<file path="src/mlt_pkg.sv">
// ----------------------------------------------------------------------------
// MAC learning table package
// Shared field widths, command codes and the per-cycle operation that the
// top level broadcasts to every table cell.
// ----------------------------------------------------------------------------
package mlt_pkg;

    localparam int MAC_W       = 48;
    localparam int PORT_W      = 4;
    localparam int CMD_W       = 2;
    localparam int TIMEOUT_W   = 8;
    localparam int REMOVED_W   = 7;

    // Cells are grouped for the removal tally that ripples along the row.
    localparam int GRP_SIZE    = 8;
    localparam int GRP_CNT_W   = 4;

    localparam logic [TIMEOUT_W-1:0] TIMEOUT_RESET = 8'd30;

    typedef enum logic [CMD_W-1:0] {
        CMD_LOOKUP = 2'd0,
        CMD_INSERT = 2'd1,
        CMD_TICK   = 2'd2,
        CMD_NOP    = 2'd3
    } t_cmd;

    // Operation seen by all cells in the execute cycle.
    typedef struct packed {
        logic                 exec;
        t_cmd                 cmd;
        logic [MAC_W-1:0]     mac;
        logic [PORT_W-1:0]    port;
        logic [TIMEOUT_W-1:0] timeout;
    } t_cell_op;

endpackage

</file>
<file path="src/mlt_cell.sv">
// ----------------------------------------------------------------------------
// MAC learning table cell
// Holds one table entry (valid mark, MAC, port, age), compares its MAC with
// the broadcast address and applies lookup, insert or aging updates. The
// aging removal tally enters from the left neighbor and leaves to the right.
// ----------------------------------------------------------------------------
module mlt_cell #(
    parameter int AGE_BITS = 8
) (
    input  logic                           i_clk,
    input  logic                           i_rst_n,
    input  mlt_pkg::t_cell_op              i_op,
    input  logic                           i_grant,
    input  logic [mlt_pkg::GRP_CNT_W-1:0]  i_cnt,
    output logic [mlt_pkg::GRP_CNT_W-1:0]  o_cnt,
    output logic                           o_valid,
    output logic                           o_match,
    output logic [mlt_pkg::PORT_W-1:0]     o_port_sel
);

    localparam int CMP_W = (AGE_BITS > mlt_pkg::TIMEOUT_W) ? AGE_BITS : mlt_pkg::TIMEOUT_W;
    localparam logic [AGE_BITS-1:0] AGE_MAX = {AGE_BITS{1'b1}};

    logic                          r_valid;
    logic [mlt_pkg::MAC_W-1:0]     r_mac;
    logic [mlt_pkg::PORT_W-1:0]    r_port;
    logic [AGE_BITS-1:0]           r_age;

    logic [AGE_BITS-1:0]           w_aged;
    logic                          w_expire;
    logic                          w_tick;

    // Associative compare against the broadcast address.
    assign o_match    = r_valid && (r_mac == i_op.mac);
    assign o_port_sel = o_match ? r_port : '0;
    assign o_valid    = r_valid;

    // Saturating age increment and timeout check for an aging tick.
    assign w_tick   = i_op.exec && (i_op.cmd == mlt_pkg::CMD_TICK);
    assign w_aged   = (r_age < AGE_MAX) ? r_age + AGE_BITS'(1) : r_age;
    assign w_expire = w_tick && r_valid && (CMP_W'(w_aged) >= CMP_W'(i_op.timeout));

    // Removal tally handed on to the next cell.
    assign o_cnt = i_cnt + mlt_pkg::GRP_CNT_W'(w_expire);

    // Valid mark is control state and is cleared by reset.
    always_ff @(posedge i_clk) begin
        if (!i_rst_n) begin
            r_valid <= 1'b0;
        end else if (i_op.exec) begin
            if (i_op.cmd == mlt_pkg::CMD_INSERT && (o_match || i_grant)) begin
                r_valid <= 1'b1;
            end else if (w_expire) begin
                r_valid <= 1'b0;
            end
        end
    end

    // Entry payload.
    always_ff @(posedge i_clk) begin
        if (i_op.exec) begin
            case (i_op.cmd)
                mlt_pkg::CMD_LOOKUP: begin
                    if (o_match) begin
                        r_age <= '0;
                    end
                end
                mlt_pkg::CMD_INSERT: begin
                    if (o_match || i_grant) begin
                        r_mac  <= i_op.mac;
                        r_port <= i_op.port;
                        r_age  <= '0;
                    end
                end
                mlt_pkg::CMD_TICK: begin
                    if (r_valid) begin
                        r_age <= w_aged;
                    end
                end
                default: begin
                end
            endcase
        end
    end

endmodule

</file>
<file path="config.mk">
export PLATFORM = sky130hd
export DESIGN_NAME = mlt_cell
export DESIGN_NICKNAME = d
export VERILOG_FILES = /design/src/mlt_pkg.sv /design/src/mlt_cell.sv
export SDC_FILE = /design/constraint.sdc
export NUM_CORES = 1
export LEC_CHECK = 0
export CAP_MARGIN = 20
export CORE_MARGIN = 2
export CORE_UTILIZATION = 50
export DETAILED_ROUTE_END_ITERATION = 7
export DONT_BUFFER_PORTS = 1
export PLACE_DENSITY = 0.64
export RECOVER_POWER = 50
export SYNTH_ARGS = -nofsm -noshare
export SYNTH_HDL_FRONTEND = slang
export SYNTH_SLANG_ARGS = --single-unit
</file>
<file path="constraint.sdc">
create_clock -name i_clk -period 4.9 [get_ports i_clk]
set_input_delay 0.98 -clock i_clk [delete_from_list [all_inputs] [get_ports i_clk]]
set_output_delay 0.98 -clock i_clk [all_outputs]
set_load 0.03 [all_outputs]
</file>
==> flow_metrics.tcl <==
set metrics [dict create \
    maxSlewViolCount 0 \
    r2r-start "r_mac[41]" \
    cts-root-buf "clkbuf_8" \
    hold_path_depth 2 \
    status "complete, no violations" \
    vias 1756 \
    worstMarginPinSlew_ps 755 \
    setup-tns-final_ps 0 \
    cp_num_buf_inv 1 \
    vdd_drop_max_uv 272 \
    cp_cell_sequence "ha_1 > and3_1 > nand3_2 > mux2_1 > ha_1 > a2111oi_1 > nor3_1 > o311a_1 > ha_1 > ha_1 > xor2_1 > buf_4" \
    hpwl_mm 4.28 \
    cts_buffer_depth 2 \
    initial_core_util 0.514 \
    wl_per_cell_um 17.6 \
    ys_seq_area_frac 0.602 \
    multi_input_area_mm2 0.00119 \
    syn_area_per_cell_um2 13.6 \
    tritoncts "built" \
    row_count 28 \
    syn_area_mm2 0.00302 \
    cp.required_ps 3920 \
    hold_viol 0 \
    dr.pass1.iters 4 \
    r2r_cells 6 \
    area_growth_pct 11.7 \
    cp_data_arrival_time_ps 3630 \
    critPathKind "reg -> out" \
    die-height_um 81.8 \
    worstHoldStart "o_valid" \
    seqCellArea_mm2 0.00182 \
    diodes 0 \
    max_stage_delay_ps 470 \
    grt_overflow 0 \
    slew_headroom 0.493 \
    drive_gt1_frac 0.0917 \
    grt_pass1_vias 1809 \
    clkLatencyLatePin_ps 330 \
    synth_nets 303 \
    clkTransAtPathRegs_ps 70 \
    routed_via_density 5.57 \
    cp_max_fo 6 \
    ys_types 29 \
    worstHoldPathType "reg -> reg" \
    portBuffers 0 \
    ys_warn_count 0 \
    clock_skew_ps 10.3 \
    timing.rr.end "r_port[1]" \
    fin_crit_sh 0.941 \
    synth_edf_count 60 \
    nFillCells 494 \
    p_total_w 0.00119 \
    crit_path_end_kind "output port" \
    grt_max_degree 53 \
    wl_mm 5.54 \
    boundaryPins 80 \
    die_w_um 81.8 \
    async_reset_ff_frac 0 \
    grt_use_total 0.181 \
    synth_flop_cell "edfxtp_1" \
    ys_ff_latch 61 \
    p_leak_nw 1.19 \
    path_delay_family "adder cells" \
    cts_buffers 9 \
    final_nets 316 \
    drt-initial-drc-count 90 \
    slowest_stage "edfxtp_1" \
    powerDensity_mw_per_mm2 352 \
    holdWs_ps 642 \
    antenna_found_initial 0 \
    htreeDepth 3 \
    design.die.area_mm2 0.00669 \
    period_needed_ps 4610 \
    core_mm2 0.00589 \
    critPathLaunchType "register" \
    drc_errors 0 \
    antenna_left 0 \
    cpMostUsedCell "ha_1" \
    grt_pass1_wl_mm 8.78 \
    reg2reg_slack_ps 2010 \
    place_congestion 0.880 \
    rsz0062_at_grt "no" \
    hold_end "o_valid" \
    clock-sinks 61 \
    max_cap_viol_count 0 \
    netlist_instances 222 \
    setup_viol 0 \
    clock.fmax_mhz 217 \
]
## flip-flops by register name (all words and copies together) (netlist names)
| name | cells |
|---|---|
| o_valid | 1 |
| r_mac | 48 |
| r_port | 4 |
| r_age | 8 |
## cells in the final DEF (no fill, tap or decap), drive strengths merged
cell	instances
a2111oi	1
inv	8
xnor2	4
nand2	7
nand4	4
nor4b	1
xor2	48
nor3	5
mux2	2
o21a	3
dfxtp	1
nor4	23
and2	11
bufinv	3
nor3b	1
nor2	5
o21ai	4
and3	2
buf	2
clkinv	3
edfxtp	60
ha	11
and4	2
o311a	2
a21oi	2
nand3	10
clkbuf	10
nor2b	1
nand2b	2
a31oi	2
## cell type report
type	instances	share of cell area
Sequential cell	61	0.539
Tap cell	75	0.0278
Clock buffer	10	0.0378
Inverter	8	0.00889
Clock inverter	6	0.0300
Timing Repair Buffer	2	0.00445
Multi-Input combinational cell	153	0.352
## tightest hold or removal path: stages, from the launching register on
cell and delay, ps:
dfxtp_1 440, nand2_1 110, o21ai_1 50
## cells in the mapped netlist (all sizes together) (3+ instances only)
master	number	share of area
nor2	5	0.0062
nand4	4	0.0083
edfxtp	60	0.60
inv	8	0.0099
o21a	3	0.0074
nand2	7	0.0087
nor3	5	0.0083
and2	11	0.023
nand3	10	0.017
xnor2	4	0.012
xor2	48	0.14
nor4	23	0.061
o21ai	4	0.0066
ha	11	0.046
## what timing repair did
| action | in CTS | in global routing |
|---|---|---|
| setup endpoints to repair | 0 | 3 |
| hold buffers | 0 | 0 |
| resized for setup | 0 | 3 |
| setup buffers | 0 | 0 |
## cells by family (layout without fill, tap and decap cells)
kind of cell             Yosys count  in the layout  share of synthesized area
AND/OR/NAND/NOR                   74             74                      0.153
flip-flops                        61             61                      0.602
XOR/XNOR                          52             52                      0.151
AO/OA/AOI/OAI                     14             14                     0.0310
adder cells (fa/ha/maj)           11             11                     0.0455
buffers and inverters              8             26                    0.00993
multiplexers                       2              2                    0.00745
## per-stage QoR
step / setup slack, ps / util / cell area [um^2] / std cells
5_1_grt: 33.6 / 0.574 / 3380 / 315
2_1_floorplan: 594 / - / 3020 / 222
4_1_cts: 154 / 0.571 / 3360 / 315
6_report: 290 / 0.574 / 3380 / 315
3_3_place_gp: 671 / 0.533 / 3130 / 299
3_5_place_dp: 561 / 0.533 / 3130 / 299
## worst max path at each step
stage                   from        to  slack [ps]  cells past startpoint
global route        r_age[0]  o_cnt[2]          30                     13
finish              r_age[0]  o_cnt[2]         290                     12
CTS                 r_age[0]  o_cnt[2]         150                     13
floorplan           r_age[0]  o_cnt[2]         590                     11
global placement    r_age[0]  o_cnt[2]         670                     12
detailed placement  r_age[0]  o_cnt[2]         560                     12
## layer usage
metal	up-vias	routed length (um)	global-route usage
li1	870	-	-
met1	817	2490	0.235
met2	58	2530	0.272
met3	11	394	0.0593
met4	0	122	0.0933
met5	-	0	0
## power by group
part / internal [W] / switching (W) / total (W)
clock: 0.000333 / 0.000189 / 0.000522
combinational: 0.0000275 / 0.0000404 / 0.0000679
sequential: 0.000590 / 0.00000742 / 0.000597
total: 0.000951 / 0.000237 / 0.00119
Power figures use the tool's default switching activity.
